**src/hrhp_pkg.sv**
```systemverilog
// hrhp_pkg: shared types, constants and name tables of the http response header parser
// depends on nothing; used by every other file of the block
package hrhp_pkg;

    localparam int DATA_W    = 8;
    localparam int ID_W      = 5;
    localparam int POS_W     = 10;
    localparam int NUM_NAMES = 13;
    localparam int LEN_W     = 6;
    localparam int TEXT_W    = 320;

    // default limits handed to the top level
    localparam int NAME_LIMIT_DEF   = 63;
    localparam int VALUE_LIMIT_DEF  = 255;
    localparam int REASON_LIMIT_DEF = 1023;
    localparam int TOKEN_LIMIT_DEF  = 8;

    // field ids
    localparam logic [ID_W-1:0] ID_PROTO    = 5'd0;
    localparam logic [ID_W-1:0] ID_STATUS   = 5'd1;
    localparam logic [ID_W-1:0] ID_REASON   = 5'd2;
    localparam logic [ID_W-1:0] ID_HDR_BASE = 5'd3;
    localparam logic [ID_W-1:0] ID_DONE     = 5'd16;

    // character codes
    localparam logic [DATA_W-1:0] CH_SPACE = 8'h20;
    localparam logic [DATA_W-1:0] CH_TAB   = 8'h09;
    localparam logic [DATA_W-1:0] CH_VT    = 8'h0B;
    localparam logic [DATA_W-1:0] CH_FF    = 8'h0C;
    localparam logic [DATA_W-1:0] CH_CR    = 8'h0D;
    localparam logic [DATA_W-1:0] CH_LF    = 8'h0A;
    localparam logic [DATA_W-1:0] CH_COLON = 8'h3A;

    typedef enum logic [6:0] {
        PH_PROTO  = 7'b0000001,
        PH_STATUS = 7'b0000010,
        PH_REASON = 7'b0000100,
        PH_NAME   = 7'b0001000,
        PH_VALUE  = 7'b0010000,
        PH_SKIP   = 7'b0100000,
        PH_DONE   = 7'b1000000
    } phase_t;

    // known header names, right-justified, first character highest
    localparam logic [TEXT_W-1:0] NAME_TEXT [NUM_NAMES] = '{
        "Access-Control-Allow-Origin",
        "Date",
        "Pragma",
        "Expires",
        "Cache-Control",
        "Access-Control-Allow-Credentials",
        "Content-Type",
        "Cross-Origin-Resource-Policy",
        "Content-Security-Policy-Report-Only",
        "Cross-Origin-Opener-Policy-Report-Only",
        "Report-To",
        "Server",
        "Content-Length"
    };

    localparam logic [LEN_W-1:0] NAME_LEN [NUM_NAMES] = '{
        6'd27, 6'd4, 6'd6, 6'd7, 6'd13, 6'd32, 6'd12, 6'd28, 6'd35, 6'd38, 6'd9, 6'd6, 6'd14
    };

    typedef struct packed {
        logic [DATA_W-1:0] data;
        logic              start;
    } in_beat_t;

    typedef struct packed {
        logic [NUM_NAMES-1:0] keep;
        logic [NUM_NAMES-1:0] hit;
    } match_t;

    // character at position pos of known name k; zero past the end
    function automatic logic [DATA_W-1:0] name_char(input int k, input logic [LEN_W-1:0] pos);
        int sh;
        sh = int'(NAME_LEN[k]) - 1 - int'(pos);
        if (sh < 0)
            return '0;
        return NAME_TEXT[k][8*sh +: 8];
    endfunction

    function automatic logic is_ws(input logic [DATA_W-1:0] b);
        return (b == CH_SPACE) || (b == CH_TAB) || (b == CH_VT) || (b == CH_FF);
    endfunction

endpackage

```
**src/hrhp_if.sv**
```systemverilog
// hrhp_if: valid/ready channel interfaces for input bytes and result fields
// depends on hrhp_pkg for widths
interface hrhp_byte_if;
    logic                         valid;
    logic                         ready;
    logic [hrhp_pkg::DATA_W-1:0]  data_byte_in;
    logic                         message_start;

    modport source (output valid, data_byte_in, message_start, input ready);
    modport sink   (input valid, data_byte_in, message_start, output ready);
endinterface

interface hrhp_field_if;
    logic                         valid;
    logic                         ready;
    logic [hrhp_pkg::ID_W-1:0]    field_id;
    logic [hrhp_pkg::DATA_W-1:0]  value_byte;
    logic                         has_byte;
    logic                         field_end;

    modport source (output valid, field_id, value_byte, has_byte, field_end, input ready);
    modport sink   (input valid, field_id, value_byte, has_byte, field_end, output ready);
endinterface

```
**src/hrhp_in_stage.sv**
```systemverilog
// hrhp_in_stage: input register that takes one byte beat per cycle while it is empty or its beat is taken
// depends on hrhp_pkg and hrhp_if
module hrhp_in_stage
(
    input  logic               clk,
    input  logic               rst_n,
    hrhp_byte_if.sink          bytes,
    input  logic               take,
    output logic               beat_valid,
    output hrhp_pkg::in_beat_t beat
);

    logic               valid_reg;
    hrhp_pkg::in_beat_t beat_reg;

    assign bytes.ready = !valid_reg || take;
    assign beat_valid  = valid_reg;
    assign beat        = beat_reg;

    always_ff @(posedge clk or negedge rst_n)
    begin
        if (!rst_n)
        begin
            valid_reg <= 1'b0;
        end
        else if (bytes.valid && bytes.ready)
        begin
            valid_reg <= 1'b1;
        end
        else if (take)
        begin
            valid_reg <= 1'b0;
        end
    end

    always_ff @(posedge clk)
    begin
        if (bytes.valid && bytes.ready)
        begin
            beat_reg.data  <= bytes.data_byte_in;
            beat_reg.start <= bytes.message_start;
        end
    end

endmodule

```
**src/hrhp_name_match.sv**
```systemverilog
// hrhp_name_match: compares one name byte against the thirteen known header names
// depends on hrhp_pkg name tables
module hrhp_name_match
(
    input  logic [hrhp_pkg::POS_W-1:0]     pos,
    input  logic [hrhp_pkg::DATA_W-1:0]    data,
    input  logic [hrhp_pkg::NUM_NAMES-1:0] cand,
    output hrhp_pkg::match_t               match
);

    always_comb
    begin
        for (int k = 0; k < hrhp_pkg::NUM_NAMES; k++)
        begin
            // a candidate survives if the name is longer and the character agrees
            match.keep[k] = (pos < hrhp_pkg::POS_W'(hrhp_pkg::NAME_LEN[k])) &&
                (hrhp_pkg::name_char(k, pos[hrhp_pkg::LEN_W-1:0]) == data);
            // at the colon, a candidate hits when its length equals the name length
            match.hit[k]  = cand[k] && (hrhp_pkg::POS_W'(hrhp_pkg::NAME_LEN[k]) == pos);
        end
    end

endmodule

```
**src/hrhp_parser.sv**
```systemverilog
// hrhp_parser: parse state, per-byte decision and result register
// depends on hrhp_pkg, hrhp_if and hrhp_name_match
module hrhp_parser
#(
    parameter int NAME_LIMIT   = hrhp_pkg::NAME_LIMIT_DEF,
    parameter int VALUE_LIMIT  = hrhp_pkg::VALUE_LIMIT_DEF,
    parameter int REASON_LIMIT = hrhp_pkg::REASON_LIMIT_DEF,
    parameter int TOKEN_LIMIT  = hrhp_pkg::TOKEN_LIMIT_DEF
)
(
    input  logic               clk,
    input  logic               rst_n,
    input  logic               beat_valid,
    input  hrhp_pkg::in_beat_t beat,
    output logic               take,
    hrhp_field_if.source       fields
);

    localparam logic [hrhp_pkg::POS_W-1:0] TOKEN_LIM  = hrhp_pkg::POS_W'(TOKEN_LIMIT);
    localparam logic [hrhp_pkg::POS_W-1:0] REASON_LIM = hrhp_pkg::POS_W'(REASON_LIMIT);
    localparam logic [hrhp_pkg::POS_W-1:0] VALUE_LIM  = hrhp_pkg::POS_W'(VALUE_LIMIT);
    localparam logic [hrhp_pkg::POS_W-1:0] NAME_LIM   = hrhp_pkg::POS_W'(NAME_LIMIT);

    hrhp_pkg::phase_t               phase_reg, phase_next, phase_cur;
    logic [hrhp_pkg::POS_W-1:0]     pos_reg, pos_next, pos_cur;
    logic [hrhp_pkg::NUM_NAMES-1:0] cand_reg, cand_next, cand_cur;
    logic                           skip_reg, skip_next, skip_cur;
    logic                           started_reg, started_next, started_cur;
    logic                           cr_reg, cr_next, cr_cur;

    logic                           out_valid_reg;
    logic [hrhp_pkg::ID_W-1:0]      id_reg;
    logic [hrhp_pkg::DATA_W-1:0]    byte_reg;
    logic                           has_reg;
    logic                           end_reg;

    logic                           emit;
    logic [hrhp_pkg::ID_W-1:0]      emit_id;
    logic [hrhp_pkg::DATA_W-1:0]    emit_byte;
    logic                           emit_has;
    logic                           emit_end;

    logic [hrhp_pkg::DATA_W-1:0]    b;
    logic                           ws;
    logic                           eol;
    logic [hrhp_pkg::ID_W-1:0]      cand_id;
    logic [hrhp_pkg::ID_W-1:0]      tok_id;
    logic [hrhp_pkg::POS_W-1:0]     limit;
    hrhp_pkg::match_t               match;

    assign take = beat_valid && (!out_valid_reg || fields.ready);

    assign b   = beat.data;
    assign ws  = hrhp_pkg::is_ws(b);
    assign eol = (b == hrhp_pkg::CH_CR) || (b == hrhp_pkg::CH_LF);

    // message start restarts the parser before this byte is looked at
    always_comb
    begin
        if (beat.start)
        begin
            phase_cur   = hrhp_pkg::PH_PROTO;
            pos_cur     = '0;
            cand_cur    = '1;
            skip_cur    = 1'b1;
            started_cur = 1'b0;
            cr_cur      = 1'b0;
        end
        else
        begin
            phase_cur   = phase_reg;
            pos_cur     = pos_reg;
            cand_cur    = cand_reg;
            skip_cur    = skip_reg;
            started_cur = started_reg;
            cr_cur      = cr_reg;
        end
    end

    hrhp_name_match u_name_match
    (
        .pos   (pos_cur),
        .data  (b),
        .cand  (cand_cur),
        .match (match)
    );

    // lowest surviving candidate gives the header field id
    always_comb
    begin
        cand_id = hrhp_pkg::ID_HDR_BASE;
        for (int k = hrhp_pkg::NUM_NAMES - 1; k >= 0; k--)
        begin
            if (cand_cur[k])
                cand_id = hrhp_pkg::ID_HDR_BASE + hrhp_pkg::ID_W'(k);
        end
    end

    always_comb
    begin
        phase_next   = phase_cur;
        pos_next     = pos_cur;
        cand_next    = cand_cur;
        skip_next    = skip_cur;
        started_next = started_cur;
        cr_next      = cr_cur;
        emit         = 1'b0;
        emit_id      = hrhp_pkg::ID_PROTO;
        emit_byte    = '0;
        emit_has     = 1'b0;
        emit_end     = 1'b0;
        tok_id       = hrhp_pkg::ID_PROTO;
        limit        = TOKEN_LIM;

        unique case (phase_cur) inside
            hrhp_pkg::PH_PROTO, hrhp_pkg::PH_STATUS, hrhp_pkg::PH_REASON, hrhp_pkg::PH_VALUE:
            begin
                unique case (phase_cur)
                    hrhp_pkg::PH_PROTO:
                    begin
                        tok_id = hrhp_pkg::ID_PROTO;
                        limit  = TOKEN_LIM;
                    end
                    hrhp_pkg::PH_STATUS:
                    begin
                        tok_id = hrhp_pkg::ID_STATUS;
                        limit  = TOKEN_LIM;
                    end
                    hrhp_pkg::PH_REASON:
                    begin
                        tok_id = hrhp_pkg::ID_REASON;
                        limit  = REASON_LIM;
                    end
                    default:
                    begin
                        tok_id = cand_id;
                        limit  = VALUE_LIM;
                    end
                endcase

                if (eol)
                begin
                    // field closes only if it carried a byte
                    emit         = started_cur;
                    emit_id      = tok_id;
                    emit_end     = 1'b1;
                    phase_next   = (b == hrhp_pkg::CH_LF) ? hrhp_pkg::PH_NAME : hrhp_pkg::PH_SKIP;
                    pos_next     = '0;
                    cand_next    = '1;
                    skip_next    = 1'b1;
                    started_next = 1'b0;
                    cr_next      = 1'b0;
                end
                else if (ws && (phase_cur == hrhp_pkg::PH_PROTO ||
                                phase_cur == hrhp_pkg::PH_STATUS))
                begin
                    // whitespace ends a started protocol or status token
                    if (started_cur)
                    begin
                        emit         = 1'b1;
                        emit_id      = tok_id;
                        emit_end     = 1'b1;
                        phase_next   = (phase_cur == hrhp_pkg::PH_PROTO) ?
                                       hrhp_pkg::PH_STATUS : hrhp_pkg::PH_REASON;
                        pos_next     = '0;
                        cand_next    = '1;
                        skip_next    = 1'b1;
                        started_next = 1'b0;
                        cr_next      = 1'b0;
                    end
                end
                else if (!(ws && skip_cur))
                begin
                    skip_next    = 1'b0;
                    started_next = 1'b1;
                    if (pos_cur < limit)
                    begin
                        pos_next  = pos_cur + 1'b1;
                        emit      = 1'b1;
                        emit_id   = tok_id;
                        emit_byte = b;
                        emit_has  = 1'b1;
                    end
                end
            end
            hrhp_pkg::PH_NAME:
            begin
                if (b == hrhp_pkg::CH_LF)
                begin
                    // blank line ends the headers
                    phase_next   = (pos_cur == '0) ? hrhp_pkg::PH_DONE : hrhp_pkg::PH_NAME;
                    emit         = (pos_cur == '0);
                    emit_id      = hrhp_pkg::ID_DONE;
                    emit_end     = 1'b1;
                    pos_next     = '0;
                    cand_next    = '1;
                    skip_next    = 1'b1;
                    started_next = 1'b0;
                    cr_next      = 1'b0;
                end
                else if (cr_cur || (b == hrhp_pkg::CH_CR && pos_cur != '0))
                begin
                    phase_next   = hrhp_pkg::PH_SKIP;
                    pos_next     = '0;
                    cand_next    = '1;
                    skip_next    = 1'b1;
                    started_next = 1'b0;
                    cr_next      = 1'b0;
                end
                else if (b == hrhp_pkg::CH_CR)
                begin
                    cr_next = 1'b1;
                end
                else if (b == hrhp_pkg::CH_COLON)
                begin
                    pos_next     = '0;
                    skip_next    = 1'b1;
                    started_next = 1'b0;
                    cr_next      = 1'b0;
                    if (pos_cur == '0 || pos_cur > NAME_LIM || match.hit == '0)
                    begin
                        phase_next = hrhp_pkg::PH_SKIP;
                        cand_next  = '1;
                    end
                    else
                    begin
                        phase_next = hrhp_pkg::PH_VALUE;
                        cand_next  = match.hit;
                    end
                end
                else
                begin
                    cand_next = cand_cur & match.keep;
                    if (pos_cur != '1)
                        pos_next = pos_cur + 1'b1;
                end
            end
            hrhp_pkg::PH_SKIP:
            begin
                if (b == hrhp_pkg::CH_LF)
                begin
                    phase_next   = hrhp_pkg::PH_NAME;
                    pos_next     = '0;
                    cand_next    = '1;
                    skip_next    = 1'b1;
                    started_next = 1'b0;
                    cr_next      = 1'b0;
                end
            end
            default:
            begin
                // done: bytes dropped until the next message start
            end
        endcase
    end

    always_ff @(posedge clk or negedge rst_n)
    begin
        if (!rst_n)
        begin
            phase_reg     <= hrhp_pkg::PH_PROTO;
            pos_reg       <= '0;
            cand_reg      <= '1;
            skip_reg      <= 1'b1;
            started_reg   <= 1'b0;
            cr_reg        <= 1'b0;
            out_valid_reg <= 1'b0;
        end
        else
        begin
            if (take)
            begin
                phase_reg     <= phase_next;
                pos_reg       <= pos_next;
                cand_reg      <= cand_next;
                skip_reg      <= skip_next;
                started_reg   <= started_next;
                cr_reg        <= cr_next;
                out_valid_reg <= emit;
            end
            else if (fields.ready)
            begin
                out_valid_reg <= 1'b0;
            end
        end
    end

    always_ff @(posedge clk)
    begin
        if (take && emit)
        begin
            id_reg   <= emit_id;
            byte_reg <= emit_byte;
            has_reg  <= emit_has;
            end_reg  <= emit_end;
        end
    end

    assign fields.valid      = out_valid_reg;
    assign fields.field_id   = id_reg;
    assign fields.value_byte = byte_reg;
    assign fields.has_byte   = has_reg;
    assign fields.field_end  = end_reg;

    a_byte_xor_end: assert property (@(posedge clk) disable iff (!rst_n)
        out_valid_reg |-> (has_reg != end_reg))
        else $error("result carries both or neither of byte and end");

    a_empty_byte_zero: assert property (@(posedge clk) disable iff (!rst_n)
        (out_valid_reg && !has_reg) |-> (byte_reg == '0))
        else $error("value byte not zero without a byte");

    a_done_phase: assert property (@(posedge clk) disable iff (!rst_n)
        (take && emit && emit_id == hrhp_pkg::ID_DONE) |=> (phase_reg == hrhp_pkg::PH_DONE))
        else $error("headers done emitted but parser not in done phase");

    a_value_has_cand: assert property (@(posedge clk) disable iff (!rst_n)
        (phase_reg == hrhp_pkg::PH_VALUE) |-> (cand_reg != '0))
        else $error("header value phase without a matched name");

endmodule

```
**src/http_response_header_parser_top.sv**
```systemverilog
// http_response_header_parser_top: top level of the http response header parser
// depends on hrhp_pkg, hrhp_if, hrhp_in_stage, hrhp_parser and hrhp_name_match
//
// usage
//   bytes  : one beat per response byte; message_start marks the first byte of a
//            new response and restarts the parser on that very byte
//   fields : zero or one beat per input byte; field_id 0 protocol, 1 status,
//            2 reason, 3..15 known headers, 16 headers done; has_byte flags a
//            value byte, field_end closes a field
// pipeline
//   a byte waits in the input register; its result is then written into the result
//   register, which presents it on fields
// throughput
//   one byte per cycle sustained while fields is ready; the parse state updates
//   once per byte in a single pass of logic between the input and result registers
// reset
//   rst_n clears both registers' valid flags and puts the parser in the
//   protocol phase with all header names as candidates
// stall
//   while fields is stalled the result register holds; one more byte waits in
//   the input register, then bytes.ready drops until the result is taken
module http_response_header_parser_top
#(
    parameter int NAME_LIMIT   = hrhp_pkg::NAME_LIMIT_DEF,
    parameter int VALUE_LIMIT  = hrhp_pkg::VALUE_LIMIT_DEF,
    parameter int REASON_LIMIT = hrhp_pkg::REASON_LIMIT_DEF,
    parameter int TOKEN_LIMIT  = hrhp_pkg::TOKEN_LIMIT_DEF
)
(
    input  logic         clk,
    input  logic         rst_n,
    hrhp_byte_if.sink    bytes,
    hrhp_field_if.source fields
);

    // handshake between input register and parse stage
    logic               take;
    logic               beat_valid;
    hrhp_pkg::in_beat_t beat;

    hrhp_in_stage u_in_stage
    (
        .clk        (clk),
        .rst_n      (rst_n),
        .bytes      (bytes),
        .take       (take),
        .beat_valid (beat_valid),
        .beat       (beat)
    );

    // parse state, name matching and result register
    hrhp_parser
    #(
        .NAME_LIMIT   (NAME_LIMIT),
        .VALUE_LIMIT  (VALUE_LIMIT),
        .REASON_LIMIT (REASON_LIMIT),
        .TOKEN_LIMIT  (TOKEN_LIMIT)
    )
    u_parser
    (
        .clk        (clk),
        .rst_n      (rst_n),
        .beat_valid (beat_valid),
        .beat       (beat),
        .take       (take),
        .fields     (fields)
    );

endmodule
```
**src/flat_wrapper.sv**
```systemverilog
// flat-port wrapper written by rule: the top's interface ports become plain ports
module http_response_header_parser_top_flat 
#(
    parameter int NAME_LIMIT   = hrhp_pkg::NAME_LIMIT_DEF,
    parameter int VALUE_LIMIT  = hrhp_pkg::VALUE_LIMIT_DEF,
    parameter int REASON_LIMIT = hrhp_pkg::REASON_LIMIT_DEF,
    parameter int TOKEN_LIMIT  = hrhp_pkg::TOKEN_LIMIT_DEF
)
  (clk, rst_n, bytes_valid, bytes_data_byte_in, bytes_message_start, bytes_ready, fields_valid, fields_field_id, fields_value_byte, fields_has_byte, fields_field_end, fields_ready);
  hrhp_byte_if bytes_i ();
  hrhp_field_if fields_i ();
  input  logic clk;
  input  logic rst_n;
  input wire logic [$bits(bytes_i.valid)-1:0] bytes_valid;
  input wire logic [$bits(bytes_i.data_byte_in)-1:0] bytes_data_byte_in;
  input wire logic [$bits(bytes_i.message_start)-1:0] bytes_message_start;
  output wire logic [$bits(bytes_i.ready)-1:0] bytes_ready;
  output wire logic [$bits(fields_i.valid)-1:0] fields_valid;
  output wire logic [$bits(fields_i.field_id)-1:0] fields_field_id;
  output wire logic [$bits(fields_i.value_byte)-1:0] fields_value_byte;
  output wire logic [$bits(fields_i.has_byte)-1:0] fields_has_byte;
  output wire logic [$bits(fields_i.field_end)-1:0] fields_field_end;
  input wire logic [$bits(fields_i.ready)-1:0] fields_ready;
  assign bytes_i.valid = bytes_valid;
  assign bytes_i.data_byte_in = bytes_data_byte_in;
  assign bytes_i.message_start = bytes_message_start;
  assign bytes_ready = bytes_i.ready;
  assign fields_valid = fields_i.valid;
  assign fields_field_id = fields_i.field_id;
  assign fields_value_byte = fields_i.value_byte;
  assign fields_has_byte = fields_i.has_byte;
  assign fields_field_end = fields_i.field_end;
  assign fields_i.ready = fields_ready;
  http_response_header_parser_top #(.NAME_LIMIT(NAME_LIMIT), .VALUE_LIMIT(VALUE_LIMIT), .REASON_LIMIT(REASON_LIMIT), .TOKEN_LIMIT(TOKEN_LIMIT)) u_core (.clk(clk), .rst_n(rst_n), .bytes(bytes_i), .fields(fields_i));
endmodule
```
**config.mk**
```make
export PLATFORM = sky130hd
export DESIGN_NAME = http_response_header_parser_top_flat
export DESIGN_NICKNAME = d
export VERILOG_FILES = /design/src/hrhp_pkg.sv /design/src/hrhp_if.sv /design/src/hrhp_in_stage.sv /design/src/hrhp_name_match.sv /design/src/hrhp_parser.sv /design/src/http_response_header_parser_top.sv /design/src/flat_wrapper.sv
export SDC_FILE = /design/constraint.sdc
export NUM_CORES = 1
export LEC_CHECK = 0
export ABC_AREA = 1
export ABC_CLOCK_PERIOD_IN_PS = 4240
export BUFFER_PORTS_ARGS = -buffer_cell sky130_fd_sc_hd__buf_2
export CAP_MARGIN = 5
export CORE_MARGIN = 2
export CORE_UTILIZATION = 41
export CTS_CLUSTER_SIZE = 24
export DETAILED_ROUTE_END_ITERATION = 16
export GPL_TIMING_DRIVEN = 0
export HOLD_SLACK_MARGIN = 0.08
export PLACE_DENSITY = 0.54
export SYNTH_ARGS = -nofsm -noshare
export SYNTH_HDL_FRONTEND = slang
export SYNTH_SLANG_ARGS = --single-unit
```
**constraint.sdc**
```tcl
create_clock -name clk -period 4.24 [get_ports clk]
set_input_delay 0.424 -clock clk [delete_from_list [all_inputs] [get_ports clk]]
set_output_delay 0.424 -clock clk [all_outputs]
set_load 0.02 [all_outputs]
```
==> results of run 1 <==
## power breakdown
part           internal [mW]  switching, mW
registers              0.837          0.106
clock network          0.512          0.306
logic                   1.08           2.71
## routing by layer
layer	routed length, um	GRT usage (%)	vias to the layer above	share of wire, %
met4	2550	19.4	0	5.7
met2	18900	57.1	757	42
met5	0	0	-	0
met1	18400	51.0	5432	41
li1	-	-	5538	-
met3	4990	7.84	160	11
## stage by stage
step	instances	instance area (sq um)	total power, mW	hold WS [ps]	TNS [ps]
3_3_place_gp	1940	9460	4.54	457	-17140
6_report	1958	9870	5.56	213	0
4_1_cts	1955	9800	5.41	244	0
5_1_grt	1958	9870	5.96	250	-325
3_5_place_dp	1940	9460	4.55	466	-18460
2_1_floorplan	1631	8960	3.48	128	0
## final cells by class
type	instances	area [sq um]	share of cell area [%]
multi-input cells	1333	6420	65.1
clock buffers	10	229	2.32
inverters	166	632	6.40
well taps	280	350	3.55
clock inverters	6	81.3	0.824
repair buffers	32	180	1.83
plain buffers	72	354	3.59
flip-flops and latches	59	1620	16.4
## kinds of logic (layout without fill, tap and decap cells)
family / count (synthesis) / after routing / share of synthesized area, %
XOR/XNOR: 28 / 28 / 2.82
buffers and inverters: 239 / 286 / 10.8
AND/OR/NAND/NOR: 1009 / 1009 / 48.8
AO/OA/AOI/OAI: 289 / 289 / 18.6
flip-flops: 59 / 59 / 18.0
adder cells (fa/ha/maj): 7 / 7 / 0.977
## path summary, 6_finish.rpt
path,cells after the start,to,slack [ps],from
max,28,u_core.u_parser.cand_reg[8]$_DFFE_PN1P_,100,u_core.u_in_stage.beat[0]$_DFFE_PP_
min,1,u_core.u_parser.phase_reg[4]$_DFFE_PN0P_,210,rst_n
max reg2reg,28,u_core.u_parser.cand_reg[8]$_DFFE_PN1P_,100,u_core.u_in_stage.beat[0]$_DFFE_PP_
min reg2reg,2,u_core.u_parser.cand_reg[8]$_DFFE_PN1P_,470,u_core.u_parser.cand_reg[8]$_DFFE_PN1P_
max in group asynchronous,1,u_core.u_parser.pos_reg[5]$_DFFE_PN0P_,3460,rst_n
min in group clk,1,u_core.u_in_stage.beat[6]$_DFFE_PP_,260,bytes_data_byte_in[5]
## what timing repair did
action / in CTS / in global routing
setup buffers: 0 / 3
endpoints found under the setup margin: 37 / 21
endpoints found under the hold margin: 0 / 0
resized for setup: 9 / 9
pin swaps: 0 / 2
## cells in the mapped netlist (3+ instances only)
master                      count  area share [%]
sky130_fd_sc_hd__inv_1        146             6.1
sky130_fd_sc_hd__o21ai_0      112             6.3
sky130_fd_sc_hd__or2_2          4            0.28
sky130_fd_sc_hd__inv_2         15            0.63
sky130_fd_sc_hd__a31oi_1       11            0.77
sky130_fd_sc_hd__nor3_1        30             1.7
sky130_fd_sc_hd__a211oi_1       9            0.75
sky130_fd_sc_hd__nor2_1       166             7.0
sky130_fd_sc_hd__o2111ai_1     10            0.98
sky130_fd_sc_hd__o21ai_1       20             1.1
sky130_fd_sc_hd__dfrtp_1       20             5.6
sky130_fd_sc_hd__o211ai_1      17             1.4
sky130_fd_sc_hd__nand4_1       35             2.4
sky130_fd_sc_hd__buf_2         31             1.7
sky130_fd_sc_hd__nand3b_1       3            0.25
sky130_fd_sc_hd__dfstp_2       15             4.4
sky130_fd_sc_hd__o22ai_1        7            0.49
sky130_fd_sc_hd__a22oi_1        4            0.33
sky130_fd_sc_hd__buf_4          3            0.25
sky130_fd_sc_hd__edfxtp_1      24             8.0
sky130_fd_sc_hd__buf_1          4            0.17
sky130_fd_sc_hd__clkbuf_1      31             1.3
sky130_fd_sc_hd__nor2_2        15             1.0
sky130_fd_sc_hd__ha_1           7            0.98
sky130_fd_sc_hd__nand2_1      524              22
sky130_fd_sc_hd__nor2_4         5            0.63
sky130_fd_sc_hd__nor4_1         6            0.42
sky130_fd_sc_hd__clkinv_1       4            0.17
sky130_fd_sc_hd__xor2_1        27             2.6
sky130_fd_sc_hd__a21oi_1       80             4.5
sky130_fd_sc_hd__nand3_1      196              11
sky130_fd_sc_hd__nand2_2       16             1.1
## critical path, delay by kind of cell (launching register included)
| kind | cells | cell delay, ps |
|---|---|---|
| fa+ha+maj | 1 | 260 |
| simple gates | 18 | 1550 |
| flops | 1 | 340 |
| buf+inv | 8 | 1570 |
| compound gates | 1 | 360 |
==> out/qor.txt, run 1 <==
SYNTH
-------------------------------------------------------------------------------------------------
Post-synth EDFFs                                                                               24
Number of distinct library cell variants in the gate-level netlist after synthesis             55
Post-Synthesis Cell Area                                                               8960 sq um
Warnings, synthesis                                                                             0
Net count after synthesis                                                                    1651
Top_reg_cell synth                                                                   sky130_fd_sc_hd__edfxtp_1
Post-synthesis cell count                                                                    1631
Share of async-settable or async-resettable flops after synthesis                           59.3%
Per-instance average area after synthesis                                              5.50 sq um
Register bit total from synthesis                                                              59
Proportion of synthesized chip area in sequential cells                                     18.0%

WORST SETUP PATH
-------------------------------------------------------------------------------------------------
Worst endpoint data arrival time                                                          4430 ps
Most common cell type on the critical path                                           sky130_fd_sc_hd__nand2_1
WP data required                                                                          4530 ps
Slowest library cell on the worst path                                               sky130_fd_sc_hd__a21oi_4
Critical Path Max Stage Delay                                                              360 ps
Critical path capture point type                                                             flop
Kind of critical path                                                                flop to flop
Startpoint Class                                                                             flop
Maximum fanout along the worst path                                                            10

LAYOUT
-------------------------------------------------------------------------------------------------
Final Core Density                                                                          45.6%
Flip-flop count of the largest register after layout                                           13
Diode insertion count for antenna repair                                                        0
Area growth from synthesis to final layout                                                  10.1%
Top library cells by usage in the layout, fill and taps aside                        sky130_fd_sc_hd__nand2_1, sky130_fd_sc_hd__nand3_1, sky130_fd_sc_hd__nor2_1, sky130_fd_sc_hd__inv_1, sky130_fd_sc_hd__o21ai_0
Layout filler cell count                                                                     2476
Fraction of layout cells with a size suffix above 1                                         10.3%
Most common cell after layout, fill and taps aside                                   sky130_fd_sc_hd__nand2_1
NumNets Final                                                                                1693

DETAILED ROUTING
-------------------------------------------------------------------------------------------------
Average wire length per cell after detail routing                                         22.9 um
Violation count after the first detailed-route iteration                                     1382
Detailed Route WL                                                                        44800 um
# DRC                                                                                           0
Routed vias                                                                                 11900
Via-per-instance ratio                                                                       6.07
1st-pass router iterations                                                                      6
Antenna violation net count after detailed routing                                              0

CLOCKING
-------------------------------------------------------------------------------------------------
CTS Hold Buffers Added                                                                          0
CTS sink count                                                                                 59
Num CTS Buffers                                                                                 9
Number of buffers on the longest clock path                                                     2
H-tree Lvls                                                                                     3
Clk Tree Root Cell                                                                   sky130_fd_sc_hd__clkbuf_16
TritonCTS clock tree                                                                          yes
CTS clk-pin slew, worst paths                                                               60 ps
Clock latency reported for the late side of the worst-skew pair                            350 ps

GRT
-------------------------------------------------------------------------------------------------
Number of global-route vias before repair                                                   11100
Total congestion overflow after global routing                                                  0
Antenna violations before repair                                                                0
Pin count of the biggest net entering global routing                                           36
Wire length of the first global-routing pass                                             67700 um
Total track usage                                                                           37.8%

TIMING
-------------------------------------------------------------------------------------------------
Worst max-slew margin expressed relative to the limit                                       25.8%
Clock skew                                                                                12.7 ps
Endpoints failing hold                                                                          0
Max Transition Viols Final                                                                      0
Time the final worst path needs with I/O delays and setup                                 4140 ps
Fmax achieved                                                                             242 MHz
Worst setup margin                                                                        99.3 ps
Finish-stage setup viols                                                                        0
Final period util                                                                           97.7%
Least-Margin Pin Slew                                                                     1110 ps

WORST HOLD PATH
-------------------------------------------------------------------------------------------------
Class of the tightest hold or removal check                                          primary input to asynchronous set/reset pin

DIE
-------------------------------------------------------------------------------------------------
Count of pins on the block boundary                                                            30
# rows                                                                                         54
Vert. Die Dim                                                                              152 um
Overall die area                                                                      23100 sq um
Core footprint                                                                        21600 sq um
Initial core utilization                                                                    41.5%
Die X                                                                                      152 um

PLACEMENT
-------------------------------------------------------------------------------------------------
Weighted congestion reported at the end of routability-driven placement                      1.06
Detailed placement HPWL                                                                  34000 um
IO Port Bufs                                                                                   29
Worst setup timing slack at the placement stage                                          -1030 ps

FLOW RUN
-------------------------------------------------------------------------------------------------
Max Cap Viol                                                                                    0

POWER AND IR DROP
-------------------------------------------------------------------------------------------------
Leakage dissipation                                                                       4.84 nW
Worst vdd rail ir drop                                                                     252 uV
Power Dens Cells                                                                      563 nW/um^2

OUTCOME
-------------------------------------------------------------------------------------------------
Run status                                                                           finished, final reports clean

Note: power is estimated with default switching activity, not from simulation.
==> inputs of run 2 (changes only) <==
PLACE_DENSITY = 0.65   (was 0.54)
==> out/qor.txt, run 2 (synthesis results as in run 1) <==
TIMING
--------------------------------------------------------------------------------------
Max Transition Viols Final                                                           0
Total negative slack                                                              0 ps
Fmax achieved                                                                  245 MHz
Finish-stage setup viols                                                             0
Time the final worst path needs with I/O delays and setup                      4080 ps
Endpoints failing hold                                                               0
Clock skew                                                                     12.9 ps
Worst max-slew margin expressed relative to the limit                            24.4%
Final Hold Slack                                                                210 ps
Least-Margin Pin Slew                                                          1130 ps
Final period util                                                                96.2%

PLACEMENT
--------------------------------------------------------------------------------------
Weighted congestion reported at the end of routability-driven placement           1.08
IO Port Bufs                                                                        29
Detailed placement HPWL                                                       34900 um

WORST SETUP PATH
--------------------------------------------------------------------------------------
Critical path capture point type                                                  flop
Critical Path Max Stage Delay                                                   380 ps
Most common cell type on the critical path                                sky130_fd_sc_hd__nand2_1
R2R depth                                                                           21
Setup slack on the worst flop-to-flop path                                      160 ps
Startpoint Class                                                                  flop
Kind of critical path                                                     flop to flop
End of the worst register-to-register path                                u_core.u_parser.fields.value_byte[2]$_SDFFCE_PP0P_
Worst flop-to-flop path startpoint                                        u_core.u_in_stage.beat[0]$_DFFE_PP_
Cell family contributing the most delay on the critical path              simple AND/OR/NAND/NOR gates
Slowest library cell on the worst path                                    sky130_fd_sc_hd__edfxtp_1
Series of cell instances along the critical path                          buf_6 > buf_2 > nor2_4 > clkbuf_4 > ha_1 > nor3_1 > nor2_1 > o21ai_1 > nand2_1 > nand2_1 > nand3_2 > inv_2 > nand2_1 > nand2_1 > inv_1 > nor2_1 > o21ai_1 > nand2_1 > inv_1 > nor2_4 > buf_6
Instance count on the critical path                                                 21
Number of buffers and inverters on the critical path                                 7
WP data required                                                               4280 ps
Maximum fanout along the worst path                                                 10
Worst endpoint data arrival time                                               4120 ps

POWER AND IR DROP
--------------------------------------------------------------------------------------
Worst vdd rail ir drop                                                          270 uV
Leakage dissipation                                                            4.90 nW
Power Dens Cells                                                           564 nW/um^2

LAYOUT
--------------------------------------------------------------------------------------
Top library cells by usage in the layout, fill and taps aside             sky130_fd_sc_hd__nand2_1, sky130_fd_sc_hd__nand3_1, sky130_fd_sc_hd__nor2_1, sky130_fd_sc_hd__inv_1, sky130_fd_sc_hd__o21ai_0
Most common cell after layout, fill and taps aside                        sky130_fd_sc_hd__nand2_1
Fraction of layout cells with a size suffix above 1                              11.2%
Area growth from synthesis to final layout                                       11.3%
Diode insertion count for antenna repair                                             0
Flip-flop count of the largest register after layout                                13
NumNets Final                                                                     1706

DIE
--------------------------------------------------------------------------------------
Initial core utilization                                                         41.5%
Vert. Die Dim                                                                   152 um
Overall die area                                                           23100 sq um
# rows                                                                              54
Count of pins on the block boundary                                                 30
Core footprint                                                             21600 sq um
Die X                                                                           152 um

CLOCKING
--------------------------------------------------------------------------------------
CTS Hold Buffers Added                                                               0
CTS sink count                                                                      59
Clock latency reported for the late side of the worst-skew pair                 350 ps
TritonCTS clock tree                                                               yes
Clk Tree Root Cell                                                        sky130_fd_sc_hd__clkbuf_16
H-tree Lvls                                                                          3
CTS clk-pin slew, worst paths                                                    60 ps
Number of buffers on the longest clock path                                          2
Num CTS Buffers                                                                      9

DETAILED ROUTING
--------------------------------------------------------------------------------------
Via-per-instance ratio                                                            6.24
Average wire length per cell after detail routing                              23.3 um
# DRC                                                                                0
Antenna violation net count after detailed routing                                   0
Violation count after the first detailed-route iteration                          1678
Routed vias                                                                      12300
Detailed Route WL                                                             45900 um
1st-pass router iterations                                                           6

OUTCOME
--------------------------------------------------------------------------------------
Run status                                                                finished, final reports clean

GRT
--------------------------------------------------------------------------------------
Total congestion overflow after global routing                                       0
Antenna violations before repair                                                     1
Total track usage                                                                38.7%
Wire length of the first global-routing pass                                  69200 um
Number of global-route vias before repair                                        11400
Pin count of the biggest net entering global routing                                36

FLOW RUN
--------------------------------------------------------------------------------------
Max Cap Viol                                                                         0

WORST HOLD PATH
--------------------------------------------------------------------------------------
Class of the tightest hold or removal check                               primary input to asynchronous set/reset pin

## run 2: through the flow
step / total power [mW] / instance area (sq um) / utilization (%) / setup slack, ps / std cells
floorplan: 3.48 / 8960 / - / 600 / 1631
global placement: 4.57 / 9460 / 43.8 / -1030 / 1940
detailed placement: 4.59 / 9470 / 43.8 / -976 / 1941
CTS: 5.36 / 9800 / 45.3 / 11.5 / 1956
global route: 6.02 / 9980 / 46.2 / -15.1 / 1971
finish: 5.63 / 9980 / 46.2 / 161 / 1971
## run 2: power breakdown
group          total (mW)  internal [mW]  switching [mW]  leakage, nW
clock network       0.731          0.452           0.279        0.133
logic                3.94           1.13            2.81         4.13
registers           0.956          0.838           0.118        0.641
total                5.63           2.42            3.21         4.90
## run 2: repair_timing
action / 4_1_cts / 5_1_grt
pin swaps: 0 / 6
resized for setup: 14 / 17
setup endpoints to repair: 42 / 19
setup buffers: 0 / 15
## run 2: layout make-up
type	instances	area, sq um
multi-input combinational	1333	6460
sequential	59	1620
fill	2431	11600
timing repair buffer	45	269
clock inverter	5	53.8
clock buffer	11	233
buffer	72	363
inverter	166	632
tap	280	350
## run 2: worst max path at each step
| stage | slack (ps) | end | start |
|---|---|---|---|
| after floorplan | 600 | u_core.u_parser.fields.field_end$_DFFE_PP_ | u_core.u_in_stage.beat[0]$_DFFE_PP_ |
| after global placement | -1030 | u_core.u_parser.cand_reg[8]$_DFFE_PN1P_ | u_core.u_in_stage.beat[0]$_DFFE_PP_ |
| after detailed placement | -980 | u_core.u_parser.cand_reg[8]$_DFFE_PN1P_ | u_core.u_in_stage.beat[0]$_DFFE_PP_ |
| after CTS | 10 | u_core.u_parser.cand_reg[4]$_DFFE_PN1P_ | u_core.u_in_stage.beat[0]$_DFFE_PP_ |
| after global routing | -20 | u_core.u_parser.fields.value_byte[0]$_SDFFCE_PP0P_ | u_core.u_in_stage.beat[0]$_DFFE_PP_ |
| final | 160 | u_core.u_parser.fields.value_byte[2]$_SDFFCE_PP0P_ | u_core.u_in_stage.beat[0]$_DFFE_PP_ |
## run 2: per-layer routing
metal	track usage (%)	wire [um]	vias to the layer above
li1	-	-	5564
met1	54.0	19100	5741
met2	57.1	19100	849
met3	10.5	5760	138
met4	14.5	1940	2
met5	0	13	-
==> inputs of run 3 (changes only) <==
PLACE_DENSITY = default   (was 0.65)
RECOVER_POWER = 50   (was default)
SLEW_MARGIN = 20   (was default)
==> out/qor.txt, run 3 (synthesis results as in run 1) <==
CLOCKING
--------------------------------------------------------------------------------------
CTS clk-pin slew, worst paths                                                    60 ps
TritonCTS clock tree                                                               yes
Clock latency reported for the late side of the worst-skew pair                 350 ps
Number of buffers on the longest clock path                                          2
H-tree Lvls                                                                          3
Clk Tree Root Cell                                                        sky130_fd_sc_hd__clkbuf_16
CTS sink count                                                                      59
Num CTS Buffers                                                                      9

POWER AND IR DROP
--------------------------------------------------------------------------------------
Worst vdd rail ir drop                                                          289 uV
Power Dens Cells                                                           558 nW/um^2
Leakage dissipation                                                            4.85 nW

GRT
--------------------------------------------------------------------------------------
Global routing's busiest layer                                                    met2
Met3 Use GR                                                                      9.95%
Total track usage                                                                37.4%
Met2 Resource Use GR                                                             55.0%
Total congestion overflow after global routing                                       0
Number of global-route vias before repair                                        11200
Wire length of the first global-routing pass                                  67300 um
Pin count of the biggest net entering global routing                                36
Antenna violations before repair                                                     0
Met1 usage                                                                       52.2%

LAYOUT
--------------------------------------------------------------------------------------
Fraction of layout cells with a size suffix above 1                              10.3%
Final Core Density                                                               46.0%
NumNets Final                                                                     1702
Layout filler cell count                                                          2426
Area growth from synthesis to final layout                                       11.0%
Flip-flop count of the largest register after layout                                13
Non-filler instance count after layout                                            1967
Most common cell after layout, fill and taps aside                        sky130_fd_sc_hd__nand2_1
Top library cells by usage in the layout, fill and taps aside             sky130_fd_sc_hd__nand2_1, sky130_fd_sc_hd__nand3_1, sky130_fd_sc_hd__nor2_1, sky130_fd_sc_hd__inv_1, sky130_fd_sc_hd__o21ai_0
Diode insertion count for antenna repair                                             0

OUTCOME
--------------------------------------------------------------------------------------
Violations in the final reports                                           max-capacitance violations, max-slew violations
Run status                                                                complete, but fails checks

DETAILED ROUTING
--------------------------------------------------------------------------------------
Antenna violation net count after detailed routing                                   0
Routed vias                                                                      12100
Average wire length per cell after detail routing                              22.6 um
Detailed Route WL                                                             44400 um
Violation count after the first detailed-route iteration                          1622
Via-per-instance ratio                                                            6.15
# DRC                                                                                0
1st-pass router iterations                                                           8

WORST SETUP PATH
--------------------------------------------------------------------------------------
WP data required                                                               4530 ps
Startpoint Class                                                                  flop
Worst endpoint data arrival time                                               4320 ps
Setup slack on the worst flop-to-flop path                                      200 ps
R2R depth                                                                           27
End of the worst register-to-register path                                u_core.u_parser.cand_reg[4]$_DFFE_PN1P_
Critical path capture point type                                                  flop
Critical Path Max Stage Delay                                                   350 ps
Maximum fanout along the worst path                                                 10
Slowest library cell on the worst path                                    sky130_fd_sc_hd__edfxtp_1
Worst flop-to-flop path startpoint                                        u_core.u_in_stage.beat[0]$_DFFE_PP_
Most common cell type on the critical path                                sky130_fd_sc_hd__nand2_1
Kind of critical path                                                     flop to flop

DIE
--------------------------------------------------------------------------------------
Initial core utilization                                                         41.5%
# rows                                                                              54
Vert. Die Dim                                                                   152 um
Core footprint                                                             21600 sq um
Overall die area                                                           23100 sq um
Die X                                                                           152 um
Count of pins on the block boundary                                                 30

TIMING
--------------------------------------------------------------------------------------
Clock skew                                                                     9.74 ps
Fmax achieved                                                                  248 MHz
Finish-stage setup viols                                                             0
Endpoints failing hold                                                               0
Total negative slack                                                              0 ps
Worst max-slew margin expressed relative to the limit                           -42.6%
Final period util                                                                95.2%
Time the final worst path needs with I/O delays and setup                      4040 ps
Max Transition Viols Final                                                          36
Least-Margin Pin Slew                                                          2140 ps
Final Hold Slack                                                                249 ps

WORST HOLD PATH
--------------------------------------------------------------------------------------
Hold Path Depth                                                                      1
Origin of the worst min-delay path                                        bytes_data_byte_in[6]
Min-Delay Endpoint                                                        u_core.u_in_stage.beat[7]$_DFFE_PP_
Class of the tightest hold or removal check                               primary input to flop

PLACEMENT
--------------------------------------------------------------------------------------
Detailed placement HPWL                                                       33700 um
Weighted congestion reported at the end of routability-driven placement           1.06
Number of cells in the design after placement                                     1940
IO Port Bufs                                                                        29

FLOW RUN
--------------------------------------------------------------------------------------
Max Cap Viol                                                                         1

run 3: what timing repair did:
action	in CTS	in global routing
endpoints found under the setup margin	43	20
resized for setup	13	20
setup buffers	4	8
hold buffers	0	0
pin swaps	1	6
run 3: power by group:
group / switching [mW] / internal, mW / total (mW)
Clock: 0.282 / 0.449 / 0.731
Combinational: 2.75 / 1.11 / 3.87
Sequential: 0.117 / 0.838 / 0.955
run 3: cell type report:
type / instances / area, sq um / share of cell area [%]
Buffer: 72 / 368 / 3.70
Clock buffer: 10 / 229 / 2.30
Clock inverter: 6 / 56.3 / 0.566
Inverter: 166 / 632 / 6.35
Multi-Input combinational cell: 1333 / 6470 / 65.0
Sequential cell: 59 / 1620 / 16.2
Tap cell: 280 / 350 / 3.52
Timing Repair Buffer: 41 / 229 / 2.30
run 3: layer usage:
| metal | vias up | share of wire [%] |
|---|---|---|
| met2 | 860 | 41 |
| met1 | 5533 | 41 |
| met5 | - | 0 |
| met4 | 0 | 4.8 |
| met3 | 150 | 13 |
| li1 | 5547 | - |
run 3: worst max-delay path by stage:
stage	startpoint	to	slack, ps
2_1_floorplan	u_core.u_in_stage.beat[0]$_DFFE_PP_	u_core.u_parser.fields.field_end$_DFFE_PP_	600
3_5_place_dp	u_core.u_in_stage.beat[0]$_DFFE_PP_	u_core.u_parser.cand_reg[8]$_DFFE_PN1P_	-1120
4_1_cts	u_core.u_in_stage.beat[0]$_DFFE_PP_	u_core.u_parser.cand_reg[8]$_DFFE_PN1P_	80
5_1_grt	u_core.u_in_stage.beat[0]$_DFFE_PP_	u_core.u_parser.fields.value_byte[0]$_SDFFCE_PP0P_	-9
6_report	u_core.u_in_stage.beat[0]$_DFFE_PP_	u_core.u_parser.cand_reg[4]$_DFFE_PN1P_	200
3_3_place_gp	u_core.u_in_stage.beat[0]$_DFFE_PP_	u_core.u_parser.cand_reg[8]$_DFFE_PN1P_	-1250
run 3: stage by stage:
stage / power (mW) / cell area (sq um) / setup slack, ps
finish: 5.55 / 9950 / 204
global route: 5.96 / 9950 / -9.38
CTS: 5.35 / 9840 / 78.1
detailed placement: 4.54 / 9460 / -1120
global placement: 4.55 / 9460 / -1250
floorplan: 3.48 / 8960 / 600
run 3: critical path: cells and delay by family (launching register included):
family | cells | cell delay, ps
AND/OR/NAND/NOR | 14 | 1370
flip-flops | 1 | 350
adder cells (fa/ha/maj) | 1 | 260
buffers and inverters | 10 | 1630
XOR/XNOR | 1 | 150
AO/OA/AOI/OAI | 1 | 190
